$ cat src/hw/rtl/swbm_pkg.sv
// Shared types, constants and helper functions for the sliding window best match block.
// No dependencies; every other file refers to it by scoped names.
package swbm_pkg;

  localparam int MAX_PATTERN = 16;
  localparam int CHAR_W      = 8;
  localparam int LEN_W       = 5;
  localparam int CNT_W       = LEN_W;
  localparam int IDX_W       = $clog2(MAX_PATTERN);
  localparam int PCT_W       = 7;
  localparam int CFG_IDX_W   = 2;
  localparam int CFG_DATA_W  = 64;
  localparam int RECIP_W     = 23;
  localparam int RECIP_SHIFT = 16;
  localparam int PROD_W      = CNT_W + RECIP_W;

  // Register indexes
  localparam logic [CFG_IDX_W-1:0] REG_LENGTH  = 2'd0;
  localparam logic [CFG_IDX_W-1:0] REG_PAT_LOW = 2'd1;
  localparam logic [CFG_IDX_W-1:0] REG_PAT_HI  = 2'd2;

  typedef struct packed {
    logic step;
    logic clear;
  } cell_ctl_t;

  typedef struct packed {
    logic             full;
    logic [CNT_W-1:0] wcount;
    logic [CNT_W-1:0] best;
    logic             exact;
    logic             last;
  } window_t;

  typedef struct packed {
    logic             window_full;
    logic [CNT_W-1:0] window_matches;
    logic [CNT_W-1:0] best_matches;
    logic             exact_found;
    logic [PCT_W-1:0] match_percent;
    logic             is_last;
  } result_t;

  // Length in use: zero reads as one, large values clamp to the cell count.
  function automatic logic [LEN_W-1:0] eff_len(input logic [LEN_W-1:0] len);
    logic [LEN_W-1:0] r;
    begin
      if (len == '0) begin
        r = LEN_W'(1);
      end else if (len > LEN_W'(MAX_PATTERN)) begin
        r = LEN_W'(MAX_PATTERN);
      end else begin
        r = len;
      end
      return r;
    end
  endfunction

  // ceil(100 * 2^16 / len); best * k >> 16 gives floor(best * 100 / len) exactly
  // for best up to the cell count.
  function automatic logic [RECIP_W-1:0] recip_k(input logic [LEN_W-1:0] len);
    logic [RECIP_W-1:0] k;
    begin
      case (len)
        5'd1:    k = 23'd6553600;
        5'd2:    k = 23'd3276800;
        5'd3:    k = 23'd2184534;
        5'd4:    k = 23'd1638400;
        5'd5:    k = 23'd1310720;
        5'd6:    k = 23'd1092267;
        5'd7:    k = 23'd936229;
        5'd8:    k = 23'd819200;
        5'd9:    k = 23'd728178;
        5'd10:   k = 23'd655360;
        5'd11:   k = 23'd595782;
        5'd12:   k = 23'd546134;
        5'd13:   k = 23'd504124;
        5'd14:   k = 23'd468115;
        5'd15:   k = 23'd436907;
        5'd16:   k = 23'd409600;
        default: k = '0;
      endcase
      return k;
    end
  endfunction

endpackage

$ cat src/hw/rtl/swbm_cell.sv
// One alignment cell: holds the running match count of one alignment.
// Depends on swbm_pkg.
module swbm_cell (
  input  logic                          clk,
  input  logic                          rst,
  input  swbm_pkg::cell_ctl_t           ctl,
  input  logic [swbm_pkg::CHAR_W-1:0]   text_char,
  input  logic [swbm_pkg::CHAR_W-1:0]   pattern_char,
  input  logic [swbm_pkg::CNT_W-1:0]    count_in,
  output logic [swbm_pkg::CNT_W-1:0]    count_out
);

  logic [swbm_pkg::CNT_W-1:0] count;

  // Count plus this position's match, handed to the next cell.
  assign count_out = count + swbm_pkg::CNT_W'(text_char == pattern_char);

  always_ff @(posedge clk) begin
    if (rst || ctl.clear) begin
      count <= '0;
    end else if (ctl.step) begin
      count <= count_in;
    end
  end

endmodule

$ cat src/hw/rtl/swbm_pct.sv
// Output stage: last-beat percentage of the best count; holds the result beat.
// Depends on swbm_pkg.
module swbm_pct (
  input  logic                         clk,
  input  logic                         rst,
  input  logic                         load,
  input  logic                         win_valid,
  input  swbm_pkg::window_t            win,
  input  logic [swbm_pkg::LEN_W-1:0]   len,
  output swbm_pkg::result_t            res,
  output logic                         res_valid
);

  logic [swbm_pkg::PROD_W-1:0] prod;
  logic [swbm_pkg::PCT_W-1:0]  percent;

  assign prod = swbm_pkg::PROD_W'(win.best) * swbm_pkg::PROD_W'(swbm_pkg::recip_k(len));
  assign percent = win.last ? prod[swbm_pkg::RECIP_SHIFT +: swbm_pkg::PCT_W] : '0;

  always_ff @(posedge clk) begin
    if (rst) begin
      res_valid <= 1'b0;
    end else if (load) begin
      res_valid <= win_valid;
    end
  end

  always_ff @(posedge clk) begin
    if (load && win_valid) begin
      res.window_full    <= win.full;
      res.window_matches <= win.wcount;
      res.best_matches   <= win.best;
      res.exact_found    <= win.exact;
      res.match_percent  <= percent;
      res.is_last        <= win.last;
    end
  end

endmodule

$ cat src/hw/rtl/sliding_window_best_match.sv
// Sliding window best match: top level with the cell chain, window tracking and output.
// Depends on swbm_pkg, swbm_cell and swbm_pct.
// A beat is registered in stage 1, then in the output stage; one beat per cycle while
// the output is free, set by the cell chain, which steps all alignments as a byte is taken.
// Reset (rst, synchronous): all counts, window state and pipeline valids clear;
// pattern_length returns to 1 and both pattern words to zero. No clearing pass.
module sliding_window_best_match (
  input  logic                                 clk,
  input  logic                                 rst,
  // configuration write channel
  input  logic                                 cfg_valid,
  output logic                                 cfg_ready,
  input  logic [swbm_pkg::CFG_IDX_W-1:0]       cfg_index,
  input  logic [swbm_pkg::CFG_DATA_W-1:0]      cfg_data,
  // text input channel
  input  logic                                 in_valid,
  output logic                                 in_ready,
  input  logic [swbm_pkg::CHAR_W-1:0]          text_char,
  input  logic                                 end_of_text,
  // result channel
  output logic                                 out_valid,
  input  logic                                 out_ready,
  output logic                                 window_full,
  output logic [swbm_pkg::CNT_W-1:0]           window_matches,
  output logic [swbm_pkg::CNT_W-1:0]           best_matches,
  output logic                                 exact_found,
  output logic [swbm_pkg::PCT_W-1:0]           match_percent,
  output logic                                 is_last
);

  // ---------------------------------------------------------------------------
  // Configuration registers. Writes are always taken; an unknown index is dropped.
  // ---------------------------------------------------------------------------
  logic [swbm_pkg::LEN_W-1:0]      pattern_length;
  logic [swbm_pkg::CFG_DATA_W-1:0] pattern_low;
  logic [swbm_pkg::CFG_DATA_W-1:0] pattern_high;

  assign cfg_ready = 1'b1;

  always_ff @(posedge clk) begin
    if (rst) begin
      pattern_length <= swbm_pkg::LEN_W'(1);
      pattern_low    <= '0;
      pattern_high   <= '0;
    end else if (cfg_valid && cfg_ready) begin
      case (cfg_index)
        swbm_pkg::REG_LENGTH:  pattern_length <= cfg_data[swbm_pkg::LEN_W-1:0];
        swbm_pkg::REG_PAT_LOW: pattern_low    <= cfg_data;
        swbm_pkg::REG_PAT_HI:  pattern_high   <= cfg_data;
        default: ;
      endcase
    end
  end

  logic [swbm_pkg::LEN_W-1:0] len;
  logic [swbm_pkg::LEN_W-1:0] len_m1;

  assign len    = swbm_pkg::eff_len(pattern_length);
  assign len_m1 = len - swbm_pkg::LEN_W'(1);

  // ---------------------------------------------------------------------------
  // Pipeline control. Stage 1 holds the window result of the last accepted byte,
  // the output stage holds the beat on offer. Both advance when the output is free.
  // ---------------------------------------------------------------------------
  logic advance;
  logic accept;
  logic win_valid;

  assign advance  = !out_valid || out_ready;
  assign in_ready = !win_valid || advance;
  assign accept   = in_valid && in_ready;

  always_ff @(posedge clk) begin
    if (rst) begin
      win_valid <= 1'b0;
    end else if (accept) begin
      win_valid <= 1'b1;
    end else if (advance) begin
      win_valid <= 1'b0;
    end
  end

  // ---------------------------------------------------------------------------
  // Cell chain. Cell j holds the count of the alignment that has taken j bytes.
  // Each cell compares the byte with pattern byte j and hands count plus match
  // to cell j+1. Cells at or beyond the length in use hold their value.
  // ---------------------------------------------------------------------------
  logic [swbm_pkg::CHAR_W-1:0] pat_byte [swbm_pkg::MAX_PATTERN];
  logic [swbm_pkg::CNT_W-1:0]  sums     [swbm_pkg::MAX_PATTERN];

  for (genvar j = 0; j < swbm_pkg::MAX_PATTERN; j++) begin : g_cell
    swbm_pkg::cell_ctl_t        ctl;
    logic [swbm_pkg::CNT_W-1:0] count_in;

    if (j < 8) begin : g_low
      assign pat_byte[j] = pattern_low[swbm_pkg::CHAR_W*j +: swbm_pkg::CHAR_W];
    end else if (j < 16) begin : g_high
      assign pat_byte[j] = pattern_high[swbm_pkg::CHAR_W*(j-8) +: swbm_pkg::CHAR_W];
    end else begin : g_zero
      assign pat_byte[j] = '0;
    end

    // The first cell always starts a fresh alignment.
    if (j == 0) begin : g_head
      assign count_in = '0;
    end else begin : g_link
      assign count_in = sums[j-1];
    end

    // Drop everything on the last byte of a text; step only cells in use.
    assign ctl.clear = accept && end_of_text;
    assign ctl.step  = accept && (swbm_pkg::LEN_W'(j) < len);

    swbm_cell u_cell (
      .clk          (clk),
      .rst          (rst),
      .ctl          (ctl),
      .text_char    (text_char),
      .pattern_char (pat_byte[j]),
      .count_in     (count_in),
      .count_out    (sums[j])
    );
  end

  // ---------------------------------------------------------------------------
  // Window tracking. The window ending at this byte is the sum leaving cell len-1.
  // bytes_seen saturates at the length; best and exact cover the current text.
  // ---------------------------------------------------------------------------
  logic [swbm_pkg::LEN_W-1:0] bytes_seen;
  logic [swbm_pkg::CNT_W-1:0] best_so_far;
  logic                       exact_seen;

  logic [swbm_pkg::LEN_W:0]   seen_inc;
  logic                       full;
  logic [swbm_pkg::CNT_W-1:0] wcount;
  logic [swbm_pkg::CNT_W-1:0] best_next;
  logic                       exact_next;
  logic [swbm_pkg::LEN_W-1:0] bytes_seen_next;

  assign seen_inc = {1'b0, bytes_seen} + (swbm_pkg::LEN_W + 1)'(1);
  assign full     = seen_inc >= {1'b0, len};
  assign wcount   = full ? sums[len_m1[swbm_pkg::IDX_W-1:0]] : '0;

  always_comb begin
    best_next  = best_so_far;
    exact_next = exact_seen;
    if (full && (wcount > best_so_far)) begin
      best_next = wcount;
    end
    if (full && ({1'b0, wcount} == {1'b0, len})) begin
      exact_next = 1'b1;
    end
    if (seen_inc > {1'b0, len}) begin
      bytes_seen_next = len;
    end else begin
      bytes_seen_next = seen_inc[swbm_pkg::LEN_W-1:0];
    end
  end

  always_ff @(posedge clk) begin
    if (rst) begin
      bytes_seen  <= '0;
      best_so_far <= '0;
      exact_seen  <= 1'b0;
    end else if (accept) begin
      if (end_of_text) begin
        bytes_seen  <= '0;
        best_so_far <= '0;
        exact_seen  <= 1'b0;
      end else begin
        bytes_seen  <= bytes_seen_next;
        best_so_far <= best_next;
        exact_seen  <= exact_next;
      end
    end
  end

  // Stage 1 payload: the values this byte reports, including its own window.
  swbm_pkg::window_t win;

  always_ff @(posedge clk) begin
    if (accept) begin
      win.full   <= full;
      win.wcount <= wcount;
      win.best   <= best_next;
      win.exact  <= exact_next;
      win.last   <= end_of_text;
    end
  end

  // ---------------------------------------------------------------------------
  // Output stage: percentage on the last byte, result beat held until taken.
  // ---------------------------------------------------------------------------
  swbm_pkg::result_t res;

  swbm_pct u_pct (
    .clk       (clk),
    .rst       (rst),
    .load      (advance),
    .win_valid (win_valid),
    .win       (win),
    .len       (len),
    .res       (res),
    .res_valid (out_valid)
  );

  assign window_full    = res.window_full;
  assign window_matches = res.window_matches;
  assign best_matches   = res.best_matches;
  assign exact_found    = res.exact_found;
  assign match_percent  = res.match_percent;
  assign is_last        = res.is_last;

endmodule
$ cat config.mk
export PLATFORM = sky130hd
export DESIGN_NAME = sliding_window_best_match
export DESIGN_NICKNAME = d
export VERILOG_FILES = /design/src/hw/rtl/swbm_pkg.sv /design/src/hw/rtl/swbm_cell.sv /design/src/hw/rtl/swbm_pct.sv /design/src/hw/rtl/sliding_window_best_match.sv
export SDC_FILE = /design/constraint.sdc
export NUM_CORES = 1
export LEC_CHECK = 0
export BUFFER_PORTS_ARGS = -buffer_cell sky130_fd_sc_hd__buf_2
export CELL_PAD_IN_SITES_DETAIL_PLACEMENT = 2
export CELL_PAD_IN_SITES_GLOBAL_PLACEMENT = 2
export CORE_UTILIZATION = 39
export CTS_BUF_LIST = sky130_fd_sc_hd__clkbuf_8
export CTS_CLUSTER_SIZE = 24
export DETAILED_ROUTE_END_ITERATION = 8
export PLACE_DENSITY_LB_ADDON = 0.08
export SKIP_LAST_GASP = 1
export SLEW_MARGIN = 25
export SYNTH_ARGS = -nofsm -noshare
export SYNTH_HDL_FRONTEND = slang
export SYNTH_SLANG_ARGS = --single-unit
$ cat constraint.sdc
create_clock -name clk -period 6.3 [get_ports clk]
set_input_delay 1.26 -clock clk [delete_from_list [all_inputs] [get_ports clk]]
set_output_delay 1.26 -clock clk [all_outputs]
set_load 0.005 [all_outputs]
==> results of run 1 <==
[power by group through the flow]
| stage | registers, mW | clock network [mW] | logic [mW] |
|---|---|---|---|
| 2_1_floorplan | 1.69 | 0 | 0.373 |
| 3_5_place_dp | 1.71 | 0 | 0.565 |
| 3_3_place_gp | 1.71 | 0 | 0.543 |
| 5_1_grt | 1.68 | 1.62 | 0.626 |
| 6_report | 1.68 | 1.51 | 0.569 |
| 4_1_cts | 1.68 | 1.56 | 0.572 |
[layout by cell type (no fill, tap or decap), types with 29 or more instances in the layout]
cell / count
sky130_fd_sc_hd__a21oi_1: 178
sky130_fd_sc_hd__and2_1: 62
sky130_fd_sc_hd__buf_2: 100
sky130_fd_sc_hd__buf_4: 40
sky130_fd_sc_hd__clkbuf_8: 49
sky130_fd_sc_hd__dfxtp_1: 211
sky130_fd_sc_hd__edfxtp_1: 33
sky130_fd_sc_hd__fa_1: 55
sky130_fd_sc_hd__ha_1: 71
sky130_fd_sc_hd__inv_1: 107
sky130_fd_sc_hd__mux2i_1: 48
sky130_fd_sc_hd__nand2_1: 336
sky130_fd_sc_hd__nand3_1: 42
sky130_fd_sc_hd__nand4_1: 33
sky130_fd_sc_hd__nor2_1: 130
sky130_fd_sc_hd__o21ai_0: 29
sky130_fd_sc_hd__xnor2_1: 149
sky130_fd_sc_hd__xor2_1: 30
[area by class of cell]
type | count | area [µm²]
clock buffers | 49 | 674
clock inverters | 29 | 179
fillers | 4296 | 20900
inverters | 95 | 359
multi-input cells | 1353 | 9160
flip-flops and latches | 244 | 5220
well taps | 511 | 639
repair buffers | 142 | 832
[flip-flops by register name (all words and copies together) (netlist names)]
| register | count |
|---|---|
| g_cell.u_cell.count | 65 |
| pattern_high | 64 |
| pattern_low | 64 |
| u_pct.res | 20 |
| win | 13 |
| best_so_far | 5 |
| bytes_seen | 5 |
| pattern_length | 5 |
| exact_seen | 1 |
| u_pct.res_valid | 1 |
| win_valid | 1 |
[through the flow]
stage	hold WS, ps	setup TNS, ps	power [mW]	std cells	setup WS, ps
after floorplan	400	0	2.06	1796	456
after global placement	401	0	2.25	2345	424
after detailed placement	406	0	2.28	2345	261
after CTS	420	0	3.81	2423	170
after global routing	428	-43.1	3.93	2423	-33.2
final	419	0	3.76	2423	280
[worst max-delay path by stage]
stage	slack, ps	from	cells past startpoint	end
after global placement	420	pattern_length[4]	20	u_pct.res[7]
after detailed placement	260	pattern_length[4]	20	u_pct.res[7]
final	280	pattern_length[4]	23	u_pct.res[6]
after global routing	-30	pattern_length[4]	23	u_pct.res[7]
after CTS	170	pattern_length[4]	20	u_pct.res[6]
after floorplan	460	pattern_length[1]	24	u_pct.res[6]
[timing repair]
action,in CTS,in global routing
hold buffers,0,0
endpoints found under the setup margin,0,4
resized for setup,0,6
hold endpoints to repair,0,0
[metal layers]
metal  GRT usage, %  vias up  part of all wire, %
met5              0        -                    0
met4           7.69        0                  2.1
met3           3.34       71                  2.7
met2           48.2      214                   51
met1           32.9     6603                   44
li1               -     6168                    -
[cell families (layout without fill, tap and decap cells)]
logic type	count (synthesis)	count (layout)	share of synthesized area, %
DFF	244	244	34.5
muxes	59	59	4.32
AOI/OAI and AO/OA	313	313	12.3
and+or+nand+nor	674	674	20.0
adders and majority gates	126	126	13.2
xor gates and xnor gates	180	180	10.5
buffers and inverters	199	315	5.21
other	1	1	0.0248
==> metrics.md, run 1 <==
| Metric | Value |
|---|---|
| Buffer cell driving the clock tree root | `sky130_fd_sc_hd__clkbuf_8` |
| Global placer's final weighted congestion | `0.854` |
| Reg-to-reg slack, setup | `280 ps` |
| Synth top area share | `27.9%` |
| Final net count | `2087` |
| Async set-reset flop share out of synthesis | `0%` |
| Number of nets produced by synthesis | `2002` |
| Worst-case clock skew | `29.3 ps` |
| Count of distinct cell types in the synthesized netlist | `73` |
| Worst EP arrival | `6490 ps` |
| Hold Path Stages | `0` |
| Instance area after placement | `0.0162 mm²` |
| Yosys warnings | `0` |
| Number of antenna violations at the first check in global routing | `0` |
| Power density cells | `220 mW/mm²` |
| Residual antenna-violating net count after detailed routing | `0` |
| Power spent charging and discharging nets | `1.12 mW` |
| Share of the core filled with cells in the final layout | `45.0%` |
| Row Count | `71` |
| Area enclosed by the die boundary | `0.0396 mm²` |
| Classification of the worst-slack hold path | `register to register` |
| Dpl hpwl | `37.4 mm` |
| Maximum number of pins on one net before global-route repair | `86` |
| Transition time at the pin with the least slew margin | `1070 ps` |
| Reg2Reg Depth | `23` |
| Cell at the slowest stage of the critical path | `sky130_fd_sc_hd__fa_1` |
| CTS tree | `yes` |
| DRC violation count after routing | `0` |
| Floorplan die width | `199 µm` |
| Clock latency of the later-clocked register in the worst-skew pair | `630 ps` |
| Cell area after layout | `0.0171 mm²` |
| Number of global-route vias before repair | `14500` |
| Comb pwr share | `15.2%` |
| Worst slew slack as a fraction of its limit | `28.6%` |
| Cell Chain, Critical Path | `buf_6, nand2b_1, nand2_8, inv_4, ha_1, nand2b_1, o21ai_0, nand2_1, a21oi_1, and2_1, fa_1, fa_1, fa_1, ha_1, a21o_1, a21o_1, a21o_1, a221oi_1, buf_4, nor2_1, a211o_1, a21oi_1, mux2i_1` |
| TritonCTS Buffers | `45` |
| Top fanout value on the critical path | `30` |
| Total setup violations reported at the end of the flow | `0` |
| Crit path time final | `6020 ps` |
| Share of the clock period used by the worst path | `95.5%` |
| Die height | `199 µm` |
| Sinks on Clock Net | `244` |
| Final hold viol count | `0` |
| Sequential-to-total area share from yosys stat | `34.5%` |
| Post-CTS setup buffers | `0` |
| Data required time at the worst endpoint | `6770 ps` |
| Hold path start | `win[8]` |
| Critical path's top delay family | `adder cells` |
| Cell types with the highest counts after synthesis | `sky130_fd_sc_hd__nand2_1 (336), sky130_fd_sc_hd__dfxtp_1 (211), sky130_fd_sc_hd__a21oi_1 (181), sky130_fd_sc_hd__xnor2_1 (149), sky130_fd_sc_hd__nor2_1 (132)` |
| Delay of the slowest cell on the worst path | `530 ps` |
| Number of register bits inferred by synthesis | `244` |
| Static power due to leakage | `6.89 nW` |
| Clk network pwr share | `40.2%` |
| Final Max Tran Viols | `0` |
| Average detailed-routed wire length per instance | `21.1 µm` |
| Area inside the core boundary | `0.0379 mm²` |
| Via count | `13100` |
| Share of total power in sequential cells | `44.6%` |
| Largest voltage drop on the vdd net | `203 µV` |
| WS Path Type | `register to register` |
| Buffer and inverter count on the worst path | `3` |
| Endpoint of the worst hold path | `u_pct.res[15]` |
| Global route overflow | `0` |
| Area added between synthesis and finish | `12.8%` |
| Status | `complete, no violations` |
| Initial DRC Count | `443` |
| Starting utilization of the core area | `39.9%` |
| Cell internal power dissipation | `2.64 mW` |
| Gate count after technology mapping | `1796` |
| Kind of end point of the critical path | `register` |
| Switching power as a share of total power | `29.7%` |
| Fraction of final layout cells sized beyond drive strength 1 | `12.1%` |
| EDFF count, synth | `33` |
| Most repeated cell in the gate-level netlist after synthesis | `sky130_fd_sc_hd__nand2_1` |
| Top-level I/O count | `103` |
| Clock slew at the register clock pins of the worst setup and hold paths | `60 ps` |
| Overall routing resource usage | `26.7%` |
| Diodes inserted | `0` |
| Synthesized cell area | `0.0151 mm²` |
| First-pass GRT wire length | `81.2 mm` |
| Launch instance of the worst register-to-register path | `pattern_length[4]` |
| Critical Path Start Type | `register` |
| Main flop type after synthesis | `sky130_fd_sc_hd__dfxtp_1` |
| Max-capacitance violation count | `0` |
| End of the worst register-to-register path | `u_pct.res[6]` |
| Mean instance size in the synthesized netlist | `8.42 µm²` |
| Max Root-Sink Buffers | `3` |
| Number of H-tree levels | `2` |
| Final wirelength | `51.1 mm` |
| Synth top area cells | `sky130_fd_sc_hd__dfxtp_1 (28%), sky130_fd_sc_hd__xnor2_1 (8.6%), sky130_fd_sc_hd__nand2_1 (8.3%)` |
| Peak Freq | `166 MHz` |
| Port Buffer Count | `101` |
| Most area-hungry cell type in the Yosys netlist | `sky130_fd_sc_hd__dfxtp_1` |
| Detailed Routing Iterations Pass 1 | `5` |
| Vias per std cell | `5.39` |
No activity file was read; power rests on OpenSTA's default activity.
==> run 2: changes to the inputs <==
CORE_MARGIN = 2   (was not set)
==> metrics.md, run 2 (same netlist as run 1, synthesis figures left out) <==
| Metric | Value |
|---|---|
| Critical Path Start Type | `register` |
| Power spent charging and discharging nets | `1.12 mW (+0.13%)` |
| Via count | `13100 (+0.10%)` |
| Vias per std cell | `5.36 (-0.60%)` |
| Share of the clock period used by the worst path | `93.8% (-1.8 points)` |
| Final Max Tran Viols | `0 (unchanged)` |
| Status | `complete, no violations` |
| Total setup violations reported at the end of the flow | `0 (unchanged)` |
| Detailed Routing Iterations Pass 1 | `6 (+1)` |
| Regs by FF count | `g_cell.u_cell.count x65, pattern_high x64, pattern_low x64` |
| Starting utilization of the core area | `39.3% (-0.55 points)` |
| Clock slew at the register clock pins of the worst setup and hold paths | `60 ps (about the same)` |
| Top fanout value on the critical path | `9 (-70%)` |
| Kind of end point of the critical path | `register` |
| Number of global-route vias before repair | `14600 (+1.1%)` |
| Global route overflow | `0 (unchanged)` |
| Residual antenna-violating net count after detailed routing | `0 (unchanged)` |
| Sinks on Clock Net | `244 (unchanged)` |
| Register with the most flip-flops | `g_cell.u_cell.count` |
| Sum Neg Setup Slack | `0 ps (unchanged)` |
| Clock latency of the later-clocked register in the worst-skew pair | `620 ps (about the same)` |
| Number of flip-flops under the largest register name | `65 (unchanged)` |
| Cell internal power dissipation | `2.61 mW (-1.4%)` |
| Commonest cells after routing, fill and taps aside | `sky130_fd_sc_hd__nand2_1 (336), sky130_fd_sc_hd__dfxtp_1 (211), sky130_fd_sc_hd__a21oi_1 (177)` |
| Post-Layout Cell Count | `2440 (+0.70%)` |
| Final wirelength | `51.6 mm (+0.94%)` |
| Initial DRC Count | `449 (+1.4%)` |
| Reg-to-reg slack, setup | `390 ps (+110 ps)` |
| Share of total power in sequential cells | `45.1% (+0.5 points)` |
| Count of placed standard cells including taps | `2355 (+0.43%)` |
| Clk network pwr share | `39.6% (-0.6 points)` |
| Most common library cell in the layout ignoring fill and taps | `sky130_fd_sc_hd__nand2_1` |
| Port Buffer Count | `101 (unchanged)` |
| Floorplan die width | `201 µm (+1.0%)` |
| Number of H-tree levels | `2 (unchanged)` |
| Maximum number of pins on one net before global-route repair | `75 (-13%)` |
| Hold path start | `win[7]` |
| Peak Freq | `169 MHz (+1.9%)` |
| Row Count | `72 (+1.4%)` |
| End of the worst register-to-register path | `u_pct.res[6]` |
| Classification of the worst-slack hold path | `register to register` |
| Setup repair after global routing missed its margin | `false` |
| TritonCTS Buffers | `46 (+2.2%)` |
| Area added between synthesis and finish | `13.1%` |
| Static power due to leakage | `6.93 nW (+0.58%)` |
| Max-capacitance violation count | `0 (unchanged)` |
| Launch instance of the worst register-to-register path | `pattern_length[4]` |
| Crit path time final | `5910 ps (-113 ps)` |
| Fillers | `4386 (+2.1%)` |
| Overall routing resource usage | `25.8% (-0.87 points)` |
| Endpoint of the worst hold path | `u_pct.res[14]` |
| WS Path Type | `register to register` |
| DRC violation count after routing | `0 (unchanged)` |
| Area enclosed by the die boundary | `0.0404 mm² (+2.0%)` |
| First-pass GRT wire length | `82.2 mm (+1.2%)` |
| Max Root-Sink Buffers | `3 (unchanged)` |
| CTS tree | `yes` |
| Transition time at the pin with the least slew margin | `981 ps (-85.0 ps)` |
| Final hold viol count | `0 (unchanged)` |
| Die height | `201 µm (+1.0%)` |
| Number of antenna violations at the first check in global routing | `4 (+4)` |
| Worst EP arrival | `6380 ps (-110 ps)` |
| Power density cells | `218 mW/mm² (-1.2%)` |
| Final net count | `2093 (+0.29%)` |
| Dpl hpwl | `37.9 mm (+1.5%)` |
| Buffer cell driving the clock tree root | `sky130_fd_sc_hd__clkbuf_8` |
| Area inside the core boundary | `0.0385 mm² (+1.4%)` |
| Share of the core filled with cells in the final layout | `44.5% (-0.51 points)` |
| Average detailed-routed wire length per instance | `21.1 µm (+0.23%)` |
| Global placer's final weighted congestion | `0.836 (-2.1%)` |
| Hold Path Stages | `0 (unchanged)` |
| Data required time at the worst endpoint | `6780 ps (about the same)` |
| Worst slew slack as a fraction of its limit | `34.1% (+5.5 points)` |
| Switching power as a share of total power | `30.0% (+0.32 points)` |
| Comb pwr share | `15.4% (+0.2 points)` |
| Worst-case clock skew | `32.8 ps (+3.48 ps)` |
| Top-level I/O count | `103 (unchanged)` |
| Reg2Reg Depth | `23 (unchanged)` |
| Fraction of final layout cells sized beyond drive strength 1 | `12.4% (+0.31 points)` |
| Largest voltage drop on the vdd net | `125 µV (-38%)` |
run 2: changes by cell type in the layout (fill, tap and decap cells not counted), moves of 2 or more:
| cell | previous run | this run |
|---|---|---|
| sky130_fd_sc_hd__buf_4 | 40 | 45 |
| sky130_fd_sc_hd__inv_1 | 107 | 112 |
| sky130_fd_sc_hd__clkinv_1 | 8 | 6 |
| sky130_fd_sc_hd__clkinv_2 | 2 | 4 |
run 2: worst max path at each step:
stage                            startpoint        endpoint  slack, ps  cells after the start
after global routing      pattern_length[4]    u_pct.res[6]         30                     23
after CTS                 pattern_length[4]    u_pct.res[7]        210                     22
after global placement    pattern_length[4]    u_pct.res[7]        510                     20
final                     pattern_length[4]    u_pct.res[6]        390                     23
after floorplan           pattern_length[1]    u_pct.res[6]        460                     24
after detailed placement       text_char[1]  best_so_far[0]        240                     24
run 2: area by class of cell:
class | count | area [µm²] | share of cell area, %
Antenna cell | 1 | 2.50 | 0.0146
Clock buffer | 49 | 674 | 3.94
Clock inverter | 33 | 168 | 0.980
Inverter | 95 | 359 | 2.10
Multi-Input combinational cell | 1353 | 9160 | 53.6
Sequential cell | 244 | 5220 | 30.5
Tap cell | 518 | 648 | 3.79
Timing Repair Buffer | 147 | 870 | 5.09
run 2: power groups by stage:
| stage | clock (mW) | sequential, mW | combinational (mW) |
|---|---|---|---|
| 3_5_place_dp | 0 | 1.71 | 0.570 |
| 3_3_place_gp | 0 | 1.71 | 0.545 |
| 2_1_floorplan | 0 | 1.69 | 0.373 |
| 6_report | 1.47 | 1.68 | 0.573 |
| 4_1_cts | 1.52 | 1.68 | 0.575 |
| 5_1_grt | 1.59 | 1.68 | 0.632 |
run 2: what timing repair did:
item	CTS	global route
hold buffers	0	0
buffers inserted	0	2
endpoints found under the setup margin	0	3
gates resized for setup	0	7
run 2: worst max-delay path, stage by stage, from the launching register on:
cell	delay (ps)
sky130_fd_sc_hd__dfxtp_1	320
sky130_fd_sc_hd__or4_4	640
sky130_fd_sc_hd__nand2_8	140
sky130_fd_sc_hd__ha_1	200
sky130_fd_sc_hd__nand2_1	90
sky130_fd_sc_hd__nand2_1	80
sky130_fd_sc_hd__nand2_1	170
sky130_fd_sc_hd__o21a_1	170
sky130_fd_sc_hd__nor2_2	190
sky130_fd_sc_hd__and2_1	190
sky130_fd_sc_hd__fa_1	420
sky130_fd_sc_hd__fa_1	550
sky130_fd_sc_hd__inv_1	60
sky130_fd_sc_hd__fa_1	530
sky130_fd_sc_hd__inv_1	40
sky130_fd_sc_hd__ha_1	340
sky130_fd_sc_hd__a21o_1	180
sky130_fd_sc_hd__a21oi_1	190
sky130_fd_sc_hd__o211ai_1	120
sky130_fd_sc_hd__a21oi_1	250
sky130_fd_sc_hd__o21ai_0	140
sky130_fd_sc_hd__a211o_1	320
sky130_fd_sc_hd__a21oi_1	220
sky130_fd_sc_hd__mux2i_1	210
run 2: per-stage QoR:
step	cell area, µm²	power (mW)	setup slack, ps	hold slack (ps)
final	17100	3.72	393	417
after global routing	17100	3.91	32.6	430
after CTS	17000	3.78	215	425
after detailed placement	16200	2.28	238	411
after global placement	16200	2.25	514	400
after floorplan	15100	2.06	456	400
run 2: routing by layer:
layer	up-vias	part of all wire (%)	global-route usage, %
met5	-	0.070	0
met3	89	3.7	3.98
met1	6573	44	32.4
met4	6	2.8	8.49
met2	225	49	45.2
li1	6176	-	-
==> run 3: changes to the inputs <==
ABC_AREA = 1   (was not set)
CORE_UTILIZATION = 37   (was 39)
==> metrics.md, run 3 <==
| Metric | Value |
|---|---|
| CTS tree | `yes` |
| Regs by FF count | `g_cell.u_cell.count x65, pattern_high x64, pattern_low x64` |
| Synth top area cells | `sky130_fd_sc_hd__dfxtp_1 (27%), sky130_fd_sc_hd__nor2_1 (7.8%), sky130_fd_sc_hd__nand2_1 (7.6%)` |
| Most heavily used metal layer in global routing | `met2` |
| Top-level I/O count | `103 (unchanged)` |
| Static power due to leakage | `7.66 nW (+10%)` |
| Number of flip-flops under the largest register name | `65 (unchanged)` |
| EDFF count, synth | `33 (unchanged)` |
| Max-capacitance violation count | `0 (unchanged)` |
| Global placer's final weighted congestion | `0.843 (+0.90%)` |
| End of the worst register-to-register path | `u_pct.res[6]` |
| Register with the most flip-flops | `g_cell.u_cell.count` |
| Capture point of the critical path | `u_pct.res[6]` |
| Critical Path Start Type | `register` |
| Fraction of final layout cells sized beyond drive strength 1 | `11.0% (-1.4 points)` |
| Crit path time final | `5800 ps (-104 ps)` |
| WS Path Type | `register to register` |
| Final wirelength | `55.6 mm (+7.9%)` |
| Synth top area share | `27.3% (-0.64 points)` |
| Gate count after technology mapping | `2108 (+17%)` |
| Area enclosed by the die boundary | `0.0435 mm² (+7.7%)` |
| Data required time at the worst endpoint | `6720 ps (-60 ps)` |
| Global Route met2 Usage | `44.9% (-0.30 points)` |
| Sequential-to-total area share from yosys stat | `33.7% (-0.79 points)` |
| Kind of end point of the critical path | `register` |
| M1 GR Usage | `33.3% (+0.95 points)` |
| Commonest cells after routing, fill and taps aside | `sky130_fd_sc_hd__nor2_1 (323), sky130_fd_sc_hd__nand2_1 (314), sky130_fd_sc_hd__inv_1 (265)` |
| Share of the clock period used by the worst path | `92.1% (-1.6 points)` |
| Met3 capacity usage during global routing | `4.65% (+0.67 points)` |
| Number of global-route vias before repair | `16200 (+11%)` |
| Reg-to-reg slack, setup | `500 ps (+100 ps)` |
| Yosys warnings | `0 (unchanged)` |
| Vias per std cell | `5.27 (-1.6%)` |
| Launch instance of the worst register-to-register path | `pattern_length[2]` |
| Reg2Reg Depth | `27 (+17%)` |
| Transition time at the pin with the least slew margin | `839 ps (-142 ps)` |
| Area inside the core boundary | `0.0410 mm² (+6.6%)` |
| Average detailed-routed wire length per instance | `20.1 µm (-5.0%)` |
| Final hold viol count | `0 (unchanged)` |
| Worst hold-check slack | `431 ps (+14.4 ps)` |
| Area of combinational cells with multiple inputs | `0.00895 mm² (-2.4%)` |
| Starting utilization of the core area | `37.7% (-1.6 points)` |
| TritonCTS Buffers | `47 (+2.2%)` |
| Number of antenna violations at the first check in global routing | `7 (+3)` |
| Clock latency of the later-clocked register in the worst-skew pair | `660 ps (+40 ps)` |
| Initial DRC Count | `572 (+27%)` |
| Most area-hungry cell type in the Yosys netlist | `sky130_fd_sc_hd__dfxtp_1` |
| Via count | `14600 (+12%)` |
| First-pass GRT wire length | `89.6 mm (+8.9%)` |
| DRC violation count after routing | `0 (unchanged)` |
| Floorplan die width | `209 µm (+3.8%)` |
| Worst setup startpoint | `pattern_length[2]` |
| Most repeated cell in the gate-level netlist after synthesis | `sky130_fd_sc_hd__nor2_1` |
| Async set-reset flop share out of synthesis | `0% (unchanged)` |
| Port Buffer Count | `101 (unchanged)` |
| Classification of the worst-slack hold path | `register to register` |
| Status | `complete, no violations` |
| Number of register bits inferred by synthesis | `244 (unchanged)` |
| Worst EP arrival | `6220 ps (-160 ps)` |
| Final Max Tran Viols | `0 (unchanged)` |
| Largest voltage drop on the vdd net | `150 µV (+19%)` |
| Synthesized cell area | `0.0155 mm² (+2.3%)` |
| Total setup violations reported at the end of the flow | `0 (unchanged)` |
| Global route overflow | `0 (unchanged)` |
| Worst slew slack as a fraction of its limit | `43.9% (+9.8 points)` |
| Maximum number of pins on one net before global-route repair | `86 (+15%)` |
| Max Root-Sink Buffers | `3 (unchanged)` |
| Die height | `209 µm (+3.8%)` |
| Residual antenna-violating net count after detailed routing | `0 (unchanged)` |
| Power density cells | `255 mW/mm² (+17%)` |
| Fillers | `4884 (+11%)` |
| Most common library cell in the layout ignoring fill and taps | `sky130_fd_sc_hd__nor2_1` |
| Setup repair after global routing missed its margin | `false` |
| Detailed Routing Iterations Pass 1 | `5 (-1)` |
| Main flop type after synthesis | `sky130_fd_sc_hd__dfxtp_1` |
| Area added between synthesis and finish | `12.9%` |
| Clock slew at the register clock pins of the worst setup and hold paths | `60 ps (about the same)` |
| Row Count | `74 (+2.8%)` |
| Cell types with the highest counts after synthesis | `sky130_fd_sc_hd__nor2_1 (323), sky130_fd_sc_hd__nand2_1 (314), sky130_fd_sc_hd__inv_1 (248), sky130_fd_sc_hd__dfxtp_1 (211), sky130_fd_sc_hd__o21ai_0 (202)` |
| Post-Layout Cell Count | `2769 (+13%)` |
| Mean instance size in the synthesized netlist | `7.34 µm² (-13%)` |
| Peak Freq | `172 MHz (+1.8%)` |
| Overall routing resource usage | `26.1% (+0.28 points)` |
| Sinks on Clock Net | `244 (unchanged)` |
| Buffer cell driving the clock tree root | `sky130_fd_sc_hd__clkbuf_8` |
| Register area | `0.00522 mm² (unchanged)` |
| Count of placed standard cells including taps | `2682 (+14%)` |
| Instance area after placement | `0.0165 mm² (+1.9%)` |
| Number of H-tree levels | `2 (unchanged)` |
| Sum Neg Setup Slack | `0 ps (unchanged)` |
| Count of distinct cell types in the synthesized netlist | `45 (-38%)` |
| Cell area after layout | `0.0175 mm² (+2.2%)` |
| Worst-case clock skew | `37.8 ps (+5.08 ps)` |
| Hold-fix buffers, CTS | `0 (unchanged)` |
| Number of nets produced by synthesis | `2314 (+16%)` |
| Top fanout value on the critical path | `13 (+4)` |
| Final net count | `2405 (+15%)` |
| Dpl hpwl | `41.4 mm (+9.2%)` |
-- run 3: cell count changes after synthesis, sizes merged, moves of 48 or more --
cell / previous run / this run
o21ai: 34 / 211
xnor2: 149 / 98
nor2: 132 / 331
and2: 63 / 0
inv: 94 / 255
nand3: 42 / 121
mux2i: 48 / 0
-- run 3: cells by family (layout without fill, tap and decap cells) --
group           after synthesis  count (layout)  share of synthesized area, %
fa+ha+maj                   126             126                          12.9
xor+xnor                    135             135                          7.64
flops                       244             244                          33.7
buf+inv                     346             474                          8.71
other cells                   1               2                        0.0242
simple gates                859             859                          23.6
compound gates              397             397                          13.4
-- run 3: report_power, final --
part           total [mW]  switching, mW  leakage [nW]  internal (mW)
Clock                1.63          0.766         0.560          0.868
Sequential           1.77         0.0827          2.04           1.69
Combinational        1.05          0.707          5.06          0.342
Total                4.45           1.56          7.66           2.90
-- run 3: metal layers --
| layer | vias up | wire length, µm |
|---|---|---|
| met5 | - | 80 |
| met4 | 14 | 1310 |
| met3 | 90 | 2200 |
| met2 | 193 | 26700 |
| met1 | 7295 | 25400 |
| li1 | 7000 | - |
-- run 3: worst max-delay path, stage by stage (launching register included) --
cell,delay [ps]
sky130_fd_sc_hd__dfxtp_1,440
sky130_fd_sc_hd__nor2_4,210
sky130_fd_sc_hd__nand3_4,210
sky130_fd_sc_hd__nand2_2,160
sky130_fd_sc_hd__ha_1,200
sky130_fd_sc_hd__nand2_1,90
sky130_fd_sc_hd__nand2_1,80
sky130_fd_sc_hd__o21ai_1,140
sky130_fd_sc_hd__nor2_1,200
sky130_fd_sc_hd__inv_1,90
sky130_fd_sc_hd__nor2_1,170
sky130_fd_sc_hd__inv_1,130
sky130_fd_sc_hd__nor2_1,160
sky130_fd_sc_hd__fa_1,450
sky130_fd_sc_hd__fa_1,550
sky130_fd_sc_hd__inv_1,60
sky130_fd_sc_hd__fa_1,530
sky130_fd_sc_hd__inv_1,40
sky130_fd_sc_hd__ha_1,370
sky130_fd_sc_hd__a21oi_1,260
sky130_fd_sc_hd__o21ai_0,200
sky130_fd_sc_hd__nand2_1,100
sky130_fd_sc_hd__o211ai_1,120
sky130_fd_sc_hd__a311oi_1,260
sky130_fd_sc_hd__o21a_1,190
sky130_fd_sc_hd__nand2_1,60
sky130_fd_sc_hd__nand2_1,60
sky130_fd_sc_hd__nor2_1,40
-- run 3: repair_timing --
action,CTS,global route
buffers inserted,0,0
setup endpoints to repair,0,4
gates resized for setup,0,3
-- run 3: worst min-delay path by stage --
| stage | to | start | depth (start not counted) | slack, ps |
|---|---|---|---|---|
| finish | u_pct.res[8] | win[1] | 0 | 430 |
| global route | u_pct.res[8] | win[1] | 0 | 430 |
| CTS | u_pct.res[8] | win[1] | 0 | 430 |
| detailed placement | u_pct.res[8] | win[1] | 0 | 410 |
| global placement | u_pct.res[16] | win[9] | 0 | 400 |
| floorplan | u_pct.res[14] | win[7] | 0 | 400 |
-- run 3: area by class of cell --
cell class,count,area share (%)
Inverter,257,5.53
Timing Repair Buffer,131,4.18
Multi-Input combinational cell,1518,51.2
Clock buffer,57,4.49
Tap cell,532,3.81
Clock inverter,29,0.973
Antenna cell,1,0.0143
Sequential cell,244,29.8
-- run 3: metrics by stage --
step / setup WS, ps / power (mW) / utilization [%]
after floorplan: 1150 / 2.48 / -
after detailed placement: 448 / 2.85 / 40.3
after global placement: 709 / 2.78 / 40.3
after global routing: 2.12 / 4.73 / 42.6
final: 497 / 4.45 / 42.6
after CTS: 431 / 4.52 / 42.6
